===== src/rtl/sbl_pkg.sv =====
// ----------------------------------------------------------------------------
// sbl_pkg
// shared constants and types of the stack blur line filter
// ----------------------------------------------------------------------------
`timescale 1ns / 1ps
`default_nettype none

package sbl_pkg;

    localparam int MAX_RADIUS_DEF = 31;

    // register indexes of the configuration port
    localparam logic [1:0] REG_RADIUS = 2'd0;
    localparam logic [1:0] REG_MULT   = 2'd1;
    localparam logic [1:0] REG_SHIFT  = 2'd2;

    localparam logic [4:0] RADIUS_RST = 5'd1;
    localparam logic [9:0] MULT_RST   = 10'd512;
    localparam logic [4:0] SHIFT_RST  = 5'd11;

    // radius port is 5 bits, so the sums have fixed widths
    localparam int SUM_W  = 18;
    localparam int RUN_W  = 13;
    localparam int PROD_W = SUM_W + 10;

    localparam int FIFO_DEPTH = 8;
    localparam int FIFO_AW    = $clog2(FIFO_DEPTH);

    typedef struct packed {
        logic        first;
        logic        xnn;
        logic        onn;
        logic        fwd;
        logic        last;
        logic [31:0] newval;
    } step_t;

endpackage

`default_nettype wire


===== src/rtl/sbl_fifo.sv =====
// ----------------------------------------------------------------------------
// sbl_fifo
// result queue between the scale stage and the output channel
// ----------------------------------------------------------------------------
`timescale 1ns / 1ps
`default_nettype none

module sbl_fifo (
    input  wire logic        clk,
    input  wire logic        rst_n,
    input  wire logic        push,
    input  wire logic [31:0] push_pixel,
    input  wire logic        push_last,
    input  wire logic        pop,
    output logic             out_valid,
    output logic [31:0]      out_pixel,
    output logic             out_last
);
    import sbl_pkg::*;

    logic [32:0]        buf_q [FIFO_DEPTH];
    logic [FIFO_AW-1:0] wp_reg;
    logic [FIFO_AW-1:0] rp_reg;
    logic [FIFO_AW:0]   cnt_reg;

    always_ff @(posedge clk)
    begin
        if (push)
        begin
            buf_q[wp_reg] <= {push_last, push_pixel};
        end
    end

    always_ff @(posedge clk or negedge rst_n)
    begin
        if (!rst_n)
        begin
            wp_reg  <= '0;
            rp_reg  <= '0;
            cnt_reg <= '0;
        end
        else
        begin
            if (push)
            begin
                wp_reg <= wp_reg + 1'b1;
            end
            if (pop)
            begin
                rp_reg <= rp_reg + 1'b1;
            end
            cnt_reg <= cnt_reg + (FIFO_AW+1)'(push) - (FIFO_AW+1)'(pop);
        end
    end

    assign out_valid = (cnt_reg != '0);
    assign out_pixel = buf_q[rp_reg][31:0];
    assign out_last  = buf_q[rp_reg][32];

endmodule

`default_nettype wire


===== config.mk =====
export PLATFORM = sky130hd
export DESIGN_NAME = sbl_fifo
export DESIGN_NICKNAME = d
export VERILOG_FILES = /design/src/rtl/sbl_pkg.sv /design/src/rtl/sbl_fifo.sv
export SDC_FILE = /design/constraint.sdc
export NUM_CORES = 1
export LEC_CHECK = 0
export BUFFER_PORTS_ARGS = -buffer_cell sky130_fd_sc_hd__buf_2
export CORE_MARGIN = 2
export CORE_UTILIZATION = 35
export DETAILED_ROUTE_END_ITERATION = 6
export PLACE_DENSITY_LB_ADDON = 0.08
export SLEW_MARGIN = 20
export SYNTH_ARGS = -nofsm -noshare
export SYNTH_HDL_FRONTEND = slang
export SYNTH_SLANG_ARGS = --single-unit

===== constraint.sdc =====
create_clock -name clk -period 3.41 [get_ports clk]
set_input_delay 0.682 -clock clk [delete_from_list [all_inputs] [get_ports clk]]
set_output_delay 0.682 -clock clk [all_outputs]
set_load 0.05 [all_outputs]

======== After elaboration in Yosys (flattened, before gate mapping) ========
Memories as Yosys holds them, arrays and structs flattened.
Index checks and enable logic that the tools add are counted.
W data, S select, Z words.
word-level totals
  memories ................................ 1
  input port bits ......................... 37
  logic and storage cells ................. 11
  bits in writable memories ............... 264
  output and inout bits ................... 34
  register bits after elaboration ......... 10
cells by class
  add/subtract/negate cells ............... 4
  mux-type cells .......................... 2
  reductions and logical operators ........ 1
memory list
  name   words  width  rd ports  clocked after Yosys merged registers in  wr ports  RTL line        source
  buf_q  8      33     1         0                                        1         sbl_fifo.sv:21  logic [32:0] buf_q [FIFO_DEPTH];
operators with widths
  cell                   number
  $add A3 B1 Y3 const B  2
  $add A4 B1 Y4          1
  $reduce_bool A4 Y1     1
  $sub A4 B1 Y4          1
  $mux W1                2

======== Depth between registers and ports, before layout ========
  word-level depth ........................ 2
  mapped depth ............................ 7
  gate-level depth less buffers ........... 7

======== Least setup slack after synthesis ========
Ideal clock, no wire load.
  path kind ............................... in2reg
  from .................................... input port push
  to ...................................... memory buf_q[0][0], enable pin
  setup time .............................. 464 ps
  setup slack ............................. -103 ps
  data required time ...................... 2946 ps
  stages .................................. 2
  buffers on the path ..................... 0
  data arrival time ....................... 3049 ps
  cell sequence ........................... nand2b_1 -> nor3_1
between the ends
  longest elaborated chain between the ends .. 2
RTL lines
  element                        RTL line        source
  start, declared                sbl_fifo.sv:11  input wire logic push,
  $mux W1                        sbl_fifo.sv:28  if (push)
  $mux W1 (not written as such)  sbl_fifo.sv:30  buf_q[wp_reg] <= {push_last, push_pixel};
  end, declared                  sbl_fifo.sv:21
No other way between the ends.

======== Worst setup path after layout ========
  from .................................... register rp_reg[0]
  to ...................................... output port out_pixel[9]
between the ends
  longest elaborated chain between the ends .. 1
RTL lines
  element                 RTL line        source
  start, declared         sbl_fifo.sv:23  logic [FIFO_AW-1:0] rp_reg;
  start signal, assigned  sbl_fifo.sv:50  rp_reg <= rp_reg + 1'b1;
  $mem_v2 Z8 W33          -
  end, declared           sbl_fifo.sv:16  output logic [31:0] out_pixel,
No other way between the ends.

==> flow_metrics.tcl <==
set metrics [dict create \
    status "completed" \
    ctsResizeCount 0 \
    clock_skew_ns 0.00745 \
    period_share 0.923 \
    worstPathArrival_ns 2.47 \
    top_level_ports 71 \
    fin_setup_tns_ns 0 \
    synth_common_cells "edfxtp_1 (264), mux4_2 (66), mux2_4 (23)" \
    synth_ff_type "edfxtp_1" \
    clk_pin_slew_ns 0.06 \
    cpMaxStageDelayCell "dfrtp_4" \
    grt_pass1_vias 5081 \
    p_seq_frac 0.382 \
    core_sq_mm 0.0297 \
    syn_area_sq_mm 0.0106 \
    worstHoldPathType "in2reg" \
    numCtsBuffers 31 \
    whs_ns 0.404 \
    fp.dieW_microns 178 \
    gp_congestion 0.653 \
    antenna_found_initial 2 \
    grt.total_usage 0.137 \
    largest_register_ffs 264 \
    clkSinkCount 274 \
    drtIter0Drc 290 \
    ys_seq_elements 274 \
    hold_buffers 1 \
    p_comb_frac 0.377 \
    crit_path_start_kind "flop" \
    worstPathCellList "buf_12 -> mux4_2 -> mux2_2 -> buf_2" \
    syn_inst 434 \
    worst_pin_slew_ns 0.687 \
    avgSynthCellArea_sq_um 24.4 \
    slew-limit-headroom 0.541 \
    p_clk_frac 0.241 \
    die_h_microns 178 \
    ir_worst_vdd_mv 0.574 \
    finalInstanceArea_sq_mm 0.0125 \
    synth_top_area_share 0.750 \
    met3_wirelength_microns 998 \
    dpl_cell_area_sq_mm 0.0116 \
    p_int_uw 7650 \
    die_area_sq_mm 0.0316 \
    first_pass_iters 4 \
    area_growth_pct 17.8 \
    maxUsedRoutingLayer "met4" \
    synth_edf_count 264 \
    dp_hpwl_microns 11900 \
    cts.htree.levels 1 \
    nets 584 \
    critPathMaxStageDelay_ns 0.59 \
    wl_per_cell_microns 22.1 \
    yosys.cell_count.top_type "edfxtp_1" \
    grt_overflow 0 \
    synthArstFlopShare 0.0365 \
    viasPerCell 4.91 \
    rows 63 \
    fin_crit_ns 3.15 \
    synth.area.top_cells "edfxtp_1 (75%), mux4_2 (14%), mux2_4 (3.3%)" \
    post-synth-top-area-cell "edfxtp_1" \
    powerDensity_mw_per_mm2 945 \
    clock_latency_ns 0.54 \
    fmax_mhz 318 \
    drv_slew 0 \
    remaining_drc_errors 0 \
    grt_pass1_wl_microns 31600 \
    cts_root_buf "clkbuf_16" \
    antenna_left 0 \
    vias 4650 \
    grt_max_degree 37 \
    rsz0062_at_grt "no" \
    final_hold_viol_count 0 \
    port_buffers 70 \
    initial_core_util 0.356 \
    yosysUniqueCellTypes 22 \
    required_ns 2.73 \
    seq_area_frac_synth 0.774 \
    tritoncts "yes" \
    drt_wl_total_microns 21000 \
    ys_warn_count 0 \
    endpoint_kind "output port" \
    syn_nets 479 \
    p_switching_uw 4120 \
    p_leak_uw 0.00416 \
    drt-met1-wl_microns 8850 \
    critPathKind "reg2out" \
    clk_path_buf_depth 3 \
    maxCapViolCount 0 \
    layout-drive-gt1-share 0.428 \
    route.met2.wl_microns 10800 \
    p_sw_frac 0.350 \
    cp_max_fo 24 \
    setup_viol 0 \
    post_cts_buffers 0 \
]
worst paths after layout:
path	startpoint	to	slack [ns]	cells past startpoint
max	rp_reg[0]	out_pixel[9]	0.26	4
min	push_pixel[3]	buf_q[0][3]	0.40	1
max reg2reg	wp_reg[1]	buf_q[0][31]	1.47	3
min reg2reg	wp_reg[1]	wp_reg[1]	0.58	1
max in group asynchronous	rst_n	rp_reg[0]	2.65	2
min in group asynchronous	rst_n	cnt_reg[3]	0.53	2
layout make-up:
type,instances,area [sq um]
flip-flops and latches,274,8190
multi-input cells,133,2280
clock inverters,13,58.8
clock buffers,37,798
inverters,8,30.0
fillers,2585,17300
repair buffers,91,611
diodes,2,5.00
well taps,390,488
cell usage in the layout (no fill, tap or decap), drive strengths merged, types with 3 or more instances in the layout:
cell    synthesis  final
nand2           4      4
xor2            3      3
inv             8      9
nor2            6      6
dfrtp          10     10
mux4           66     66
ha              7      7
xnor2           3      3
mux2           35     35
buf            16     90
edfxtp        264    264
clkbuf          3     37
nand2b          3      3
clkinv          0     12
stage by stage:
step	util	std cells	setup WS (ns)	total power (uW)
floorplan	-	434	0.781	8000
global placement	0.390	895	0.767	9100
detailed placement	0.390	895	0.777	9120
CTS	0.419	946	0.184	12000
global route	0.419	946	0.127	12400
finish	0.419	948	0.261	11800
critical path, delay by kind of cell, from the launching register on:
| family | cells | cell delay [ns] |
|---|---|---|
| flops | 1 | 0.59 |
| buf+inv | 2 | 0.49 |
| mux | 2 | 0.84 |
logic make-up after synthesis:
family,count (synthesis),synth area share
flops,274,0.774
simple gates,16,0.00675
mux,101,0.186
fa+ha+maj,8,0.0102
xor+xnor,6,0.00497
compound gates,2,0.00118
buf+inv,27,0.0172
metal layers:
layer  GRT usage  vias up
met5           0        -
met4      0.0331        0
met3      0.0270       28
met2       0.238       95
met1       0.177     2490
li1            -     2037
power groups by stage:
stage          logic (uW)  clock network, uW  registers, uW
3_3_place_gp         4540                  0           4560
3_5_place_dp         4550                  0           4580
4_1_cts              4550               2930           4510
2_1_floorplan        3570                  0           4420
5_1_grt              4730               3080           4560
6_report             4440               2840           4500
Power figures use the tool's default switching activity.
