<file path="src/rtl/sbl_pkg.sv">
// ----------------------------------------------------------------------------
// sbl_pkg
// shared constants and types of the stack blur line filter
// ----------------------------------------------------------------------------
`timescale 1ns / 1ps
`default_nettype none

package sbl_pkg;

    localparam int MAX_RADIUS_DEF = 31;

    // register indexes of the configuration port
    localparam logic [1:0] REG_RADIUS = 2'd0;
    localparam logic [1:0] REG_MULT   = 2'd1;
    localparam logic [1:0] REG_SHIFT  = 2'd2;

    localparam logic [4:0] RADIUS_RST = 5'd1;
    localparam logic [9:0] MULT_RST   = 10'd512;
    localparam logic [4:0] SHIFT_RST  = 5'd11;

    // radius port is 5 bits, so the sums have fixed widths
    localparam int SUM_W  = 18;
    localparam int RUN_W  = 13;
    localparam int PROD_W = SUM_W + 10;

    localparam int FIFO_DEPTH = 8;
    localparam int FIFO_AW    = $clog2(FIFO_DEPTH);

    typedef struct packed {
        logic        first;
        logic        xnn;
        logic        onn;
        logic        fwd;
        logic        last;
        logic [31:0] newval;
    } step_t;

endpackage

`default_nettype wire

</file>
<file path="src/rtl/sbl_acc.sv">
// ----------------------------------------------------------------------------
// sbl_acc
// running stack sums per channel, scale multiply and shift
// ----------------------------------------------------------------------------
`timescale 1ns / 1ps
`default_nettype none

module sbl_acc (
    input  wire logic          clk,
    input  wire logic          rst_n,
    input  wire logic          s1_valid,
    input  wire sbl_pkg::step_t step,
    input  wire logic [31:0]   rd_x,
    input  wire logic [31:0]   rd_o,
    input  wire logic [31:0]   p0,
    input  wire logic [4:0]    r_eff,
    input  wire logic [9:0]    mult,
    input  wire logic [4:0]    shift,
    output logic               push,
    output logic [31:0]        push_pixel,
    output logic               push_last
);
    import sbl_pkg::*;

    logic [5:0]        r1;
    logic [10:0]       rsq_reg;
    logic [SUM_W-1:0]  s_reg [3];
    logic [SUM_W-1:0]  s_next [3];
    logic [RUN_W-1:0]  a_reg [3];
    logic [RUN_W-1:0]  a_next [3];
    logic [RUN_W-1:0]  b_reg [3];
    logic [RUN_W-1:0]  b_next [3];
    logic [7:0]        pq_reg [3];
    logic [7:0]        pq_next [3];
    logic [7:0]        pn [3];
    logic [7:0]        qx [3];
    logic [7:0]        qo [3];
    logic [PROD_W-1:0] prod_reg [3];
    logic [PROD_W-1:0] sh [3];
    logic              e2_reg;
    logic              last2_reg;
    logic [7:0]        alpha2_reg;
    logic              e3_reg;
    logic              last3_reg;
    logic [7:0]        alpha3_reg;

    assign r1 = {1'b0, r_eff} + 6'd1;

    always_ff @(posedge clk)
    begin
        rsq_reg <= 11'(r1 * r1);
    end

    always_comb
    begin
        for (int c = 0; c < 3; c++)
        begin
            pn[c] = step.newval[c*8 +: 8];
            qx[c] = step.fwd ? pn[c] : (step.xnn ? rd_x[c*8 +: 8] : p0[c*8 +: 8]);
            qo[c] = step.onn ? rd_o[c*8 +: 8] : p0[c*8 +: 8];
            if (step.first)
            begin
                s_next[c]  = SUM_W'(rsq_reg * pn[c]);
                a_next[c]  = RUN_W'(r1 * pn[c]);
                b_next[c]  = RUN_W'(r1 * pn[c]);
                pq_next[c] = pn[c];
            end
            else
            begin
                b_next[c]  = b_reg[c] - RUN_W'(pq_reg[c]) + RUN_W'(pn[c]);
                s_next[c]  = s_reg[c] - SUM_W'(a_reg[c]) + SUM_W'(b_next[c]);
                a_next[c]  = a_reg[c] + RUN_W'(qx[c]) - RUN_W'(qo[c]);
                pq_next[c] = qx[c];
            end
        end
    end

    always_ff @(posedge clk or negedge rst_n)
    begin
        if (!rst_n)
        begin
            for (int c = 0; c < 3; c++)
            begin
                s_reg[c] <= '0;
                a_reg[c] <= '0;
                b_reg[c] <= '0;
            end
            e2_reg <= 1'b0;
            e3_reg <= 1'b0;
        end
        else
        begin
            if (s1_valid)
            begin
                for (int c = 0; c < 3; c++)
                begin
                    s_reg[c] <= s_next[c];
                    a_reg[c] <= a_next[c];
                    b_reg[c] <= b_next[c];
                end
            end
            e2_reg <= s1_valid && step.xnn;
            e3_reg <= e2_reg;
        end
    end

    always_ff @(posedge clk)
    begin
        if (s1_valid)
        begin
            for (int c = 0; c < 3; c++)
            begin
                pq_reg[c] <= pq_next[c];
            end
        end
        last2_reg  <= step.last;
        alpha2_reg <= step.fwd ? step.newval[31:24] : rd_x[31:24];
        last3_reg  <= last2_reg;
        alpha3_reg <= alpha2_reg;
        for (int c = 0; c < 3; c++)
        begin
            prod_reg[c] <= PROD_W'(s_reg[c] * mult);
        end
    end

    always_comb
    begin
        for (int c = 0; c < 3; c++)
        begin
            sh[c] = prod_reg[c] >> shift;
        end
    end

    assign push       = e3_reg;
    assign push_last  = last3_reg;
    assign push_pixel = {alpha3_reg, sh[2][7:0], sh[1][7:0], sh[0][7:0]};

endmodule

`default_nettype wire

</file>
<file path="config.mk">
export PLATFORM = sky130hd
export DESIGN_NAME = sbl_acc
export DESIGN_NICKNAME = d
export VERILOG_FILES = /design/src/rtl/sbl_pkg.sv /design/src/rtl/sbl_acc.sv
export SDC_FILE = /design/constraint.sdc
export NUM_CORES = 2
export LEC_CHECK = 0
export BUFFER_PORTS_ARGS = -buffer_cell sky130_fd_sc_hd__buf_4
export CORE_MARGIN = 5
export CORE_UTILIZATION = 63
export CTS_BUF_LIST = sky130_fd_sc_hd__clkbuf_4 sky130_fd_sc_hd__clkbuf_8
export CTS_CLUSTER_SIZE = 28
export DETAILED_ROUTE_END_ITERATION = 6
export PLACE_DENSITY_LB_ADDON = 0.12
export SLEW_MARGIN = 0
export SYNTH_ARGS = -nofsm -noshare
export SYNTH_HDL_FRONTEND = slang
export SYNTH_SLANG_ARGS = --single-unit
export TNS_END_PERCENT = 10
</file>
<file path="constraint.sdc">
create_clock -name clk -period 9.3 [get_ports clk]
set_input_delay 1.86 -clock clk [delete_from_list [all_inputs] [get_ports clk]]
set_output_delay 1.86 -clock clk [all_outputs]
set_load 0.05 [all_outputs]
</file>
* Word-level counts from Yosys, hierarchy flattened
Memories as Yosys holds them, arrays and structs flattened. Cells that the tools add are included.
Cells by class: shift operators 3, $mul 10, add/subtract/negate cells 19, reduce and logical (&&, ||, !) cells 1, multiplexer cells 24
Operator list (count):
- $mux 8 | 13
- $mul 18x10->28 | 3
- $shr 28x5->8 | 3
- $add 13x8->13 | 6
- $mux 13 | 6
- $sub 13x8->13 | 6
- $add 18x13->18 | 3
- $mul 11x8->18 | 3
- $mux 18 | 3
- $sub 18x13->18 | 3
- $mul 6x8->13 | 3
- $mul 6x6->11 | 1
- $add 5x1->6 const B | 1
- $mux 1 | 2
- $logic_and 1x1->1 | 1
Storage, ports and cells: register bits 163, input bits 156, memories kept 2, bits in writable memories 108, logic and storage cells 75
Memory list:
- prod_reg | words 3, bits a word 28, read ports 3, clocked after memory_dff 0, wr ports 3, RTL line sbl_acc.sv:38 | logic [PROD_W-1:0] prod_reg [3];
- pq_reg | words 3, bits a word 8, read ports 3, clocked after memory_dff 0, wr ports 3, RTL line sbl_acc.sv:33 | logic [7:0] pq_reg [3];

* Depth between registers and ports, before layout
word-level depth 5, mapped depth 23, depth with buffers taken out 23

* Worst setup path after synthesis
Ideal clock, no wire load.
path type input to register, from in mult[1], to mem prod_reg[0][55] (netlist name), required time 9.179 ns, library setup time 0.121 ns, arrival 6.802 ns, stages 22, slack 2.377 ns, cells stage by stage clkbuf_1 clkbuf_1 nand2_1 fa_1 inv_1 fa_1 inv_1 fa_1 inv_1 fa_1 inv_1 fa_1 inv_1 ha_1 nor3_1 inv_1 o22ai_1 o2111ai_1 a211o_1 a22oi_1 o211a_1 o21ai_0
RTL lines:
- start, declared | RTL line sbl_acc.sv:17 | input wire logic [9:0] mult,
- end, declared | RTL line sbl_acc.sv:38

==> results.py <==
metrics = {
    "drt": {
        "drt-total-wl_mm": 125.5,
        "wl_per_cell_um": 18.12,
        "vias": 39880,
        "drtIter0Drc": 2531,
        "ant_nets": 0,
        "viasPerCell": 5.759,
        "first_pass_iters": 6,
        "drc": 0,
    },
    "placement": {
        "portBuffers": 173,
        "dp_hpwl_mm": 95.95,
        "globalplace.congestion": 0.9090,
    },
    "cts": {
        "cts_root_buffer": "clkbuf_8",
        "cts_hold_buffers": 0,
        "clkTransAtPathRegs_ps": 60,
        "cts-resized-gates": 0,
        "cts_buffer_depth": 3,
        "cts_tree": "yes",
        "htreeDepth": 2,
        "postCtsSetupBuffers": 0,
        "cts.sinks": 270,
        "cts_made_buffers": 52,
        "insertion_delay_ps": 690,
    },
    "timing": {
        "setup_viol": 0,
        "rsz0062_at_grt": "no",
        "hold_ws_ps": 326.4,
        "final_hold_viol_count": 0,
        "period_minus_slack_ps": 6894,
        "fin_crit_sh_pct": 74.13,
        "max_slew_margin_pct": 19.84,
        "fin_tns_setup_ps": 0,
        "worst_pin_slew_ps": 1201,
        "fin_skew_ps": 54.95,
        "drv_slew": 0,
        "fmax_mhz": 145.1,
    },
    "die": {
        "fp.dieW_um": 291.3,
        "die_y_um": 291.3,
        "core_um2": 78740,
        "start_util_pct": 63.31,
        "ioPinCount": 190,
        "die-area_um2": 84850,
        "rows": 103,
    },
    "worst_setup_path": {
        "required_ps": 9830,
        "cp.buffers_inverters": 7,
        "critPathSlowestCell": "buf_4",
        "crit_family": "adder cells",
        "crit_arrival_ps": 7420,
        "setup.worst_path.end_class": "flip-flop",
        "cpMostUsedCell": "inv_1",
        "slowest_delay_ps": 610,
        "critPathKind": "input pin to flip-flop",
        "cp_max_fo": 54,
        "cp_cell_sequence": "buf_4, nand2_1, fa_1, inv_1, fa_1, inv_1, fa_1, inv_1, fa_1, inv_1, fa_1, inv_1, ha_1, nor3_1, inv_1, o22ai_1, o2111ai_1, a211o_1, a22oi_1, o211a_1, o21ai_0",
        "startpoint_type": "input pin",
    },
    "synthesis": {
        "synthFlopType": "dfrtp_1",
        "ys_types": 90,
        "synth_area_leaders": "fa_1, ha_1, inv_1, dfrtp_1, nand2_1",
        "synth_cells": 5867,
        "syn_area_um2": 49850,
        "synth-seq-cells": 270,
        "ys_async_sr_fraction_pct": 49.63,
        "synth-edff-count": 24,
        "synth.avg_cell_area_um2": 8.497,
        "yosysTopAreaCell": "fa_1",
        "yosysWarnings": 0,
        "synth_top_cell_area_share_pct": 27.55,
        "seq_area_frac_synth_pct": 12.67,
    },
    "finish": {
        "final_common_cell": "inv_1",
        "largest_reg_flops": 84,
        "area_growth_pct": 5.891,
        "layout_common_cells": "inv_1, nand2_1, fa_1",
        "nets": 7189,
        "fin_util_pct": 67.04,
        "drive_above_1_share_pct": 7.254,
    },
    "grt": {
        "grt_pass1_wl_mm": 209.3,
        "grt_start_max_net_pins": 99,
        "grtUsageTotal_pct": 29.79,
        "first_global_vias": 41300,
        "grt_antenna_before_repair": 3,
        "grt_overflow_total": 0,
    },
    "run": {
        "drv_cap": 0,
    },
    "hold_path": {
        "hold_class": "flip-flop to flip-flop",
    },
    "outcome": {
        "status": "finished clean",
    },
}
[logic make-up after synthesis]
group                      share of synthesized area [%]
other                                            0.01507
buffers and inverters                              9.658
adders and majority gates                          40.55
and+or+nand+nor                                    16.45
xor gates and xnor gates                           4.340
AOI/OAI and AO/OA                                  12.04
DFF                                                12.67
muxes                                              4.282
[stage by stage]
| step | cells | setup WS [ps] | area [µm²] |
|---|---|---|---|
| floorplan | 5873 | 2377 | 49870 |
| global placement | 6825 | 1814 | 51570 |
| detailed placement | 6825 | 1749 | 51570 |
| CTS | 6923 | 2452 | 52780 |
| global route | 6925 | 1971 | 52790 |
| finish | 6925 | 2406 | 52790 |
[metal layers]
metal	track usage (%)	wire length (µm)	vias up
met3	5.539	9407	220
met2	48.61	57910	1277
li1	-	-	18730
met4	7.969	3397	0
met1	41.33	54790	19660
met5	0	0	-
[synthesized netlist by cell type (10+ instances only)]
cell type	number
inv_1	971
nand2_1	722
fa_1	686
ha_1	518
and2_1	386
a21oi_1	316
nor2_1	313
clkbuf_1	257
o21ai_0	166
xnor2_1	164
dfrtp_1	134
dfxtp_1	112
nor3_1	96
mux2i_1	94
xor2_1	83
a21o_1	76
mux2_2	71
nand3_1	65
a211oi_1	46
a31oi_1	43
nand2b_1	40
nor2b_1	37
and3_1	36
o21a_1	33
o211ai_1	29
o21bai_1	29
buf_1	28
o22ai_1	25
edfxtp_1	24
or3_1	20
mux4_2	17
o211a_1	17
buf_2	14
o21ai_1	14
a211o_1	13
a2111oi_0	10
o221ai_1	10
[final cells by class]
class	instances	area [µm²]
repair buffers	203	1535
clock buffers	73	929.6
well taps	1050	1314
diodes	2	5.005
flip-flops and latches	270	6316
fillers	6604	25960
clock inverters	25	277.8
inverters	975	3660
multi-input cells	4327	38750
[worst reg2reg max path: cells and delay by family, from the launching register on]
kind	cells	cell delay [ps]
flip-flops	1	800
AND/OR/NAND/NOR	1	180
buffers and inverters	3	140
AO/OA/AOI/OAI	7	1560
XOR/XNOR	1	130
adder cells (fa/ha/maj)	6	2820
[worst paths after layout]
kind                            cells past startpoint  slack (ps)     startpoint         endpoint
worst min register to register                      0         330  alpha2_reg[1]    alpha3_reg[1]
worst min-delay path                                0         330  alpha2_reg[1]    alpha3_reg[1]
min in group asynchronous                           1        1090          rst_n        a_reg[21]
worst max-delay path                               21        2410        mult[1]  prod_reg[0][55]
worst max register to register                     18        3530       s_reg[4]  prod_reg[0][82]
max in group asynchronous                           3        6410          rst_n        b_reg[28]
Power is left out: the tool's default activity adds up to more than one toggle a clock period on the data nets, which glitch-free logic cannot reach.
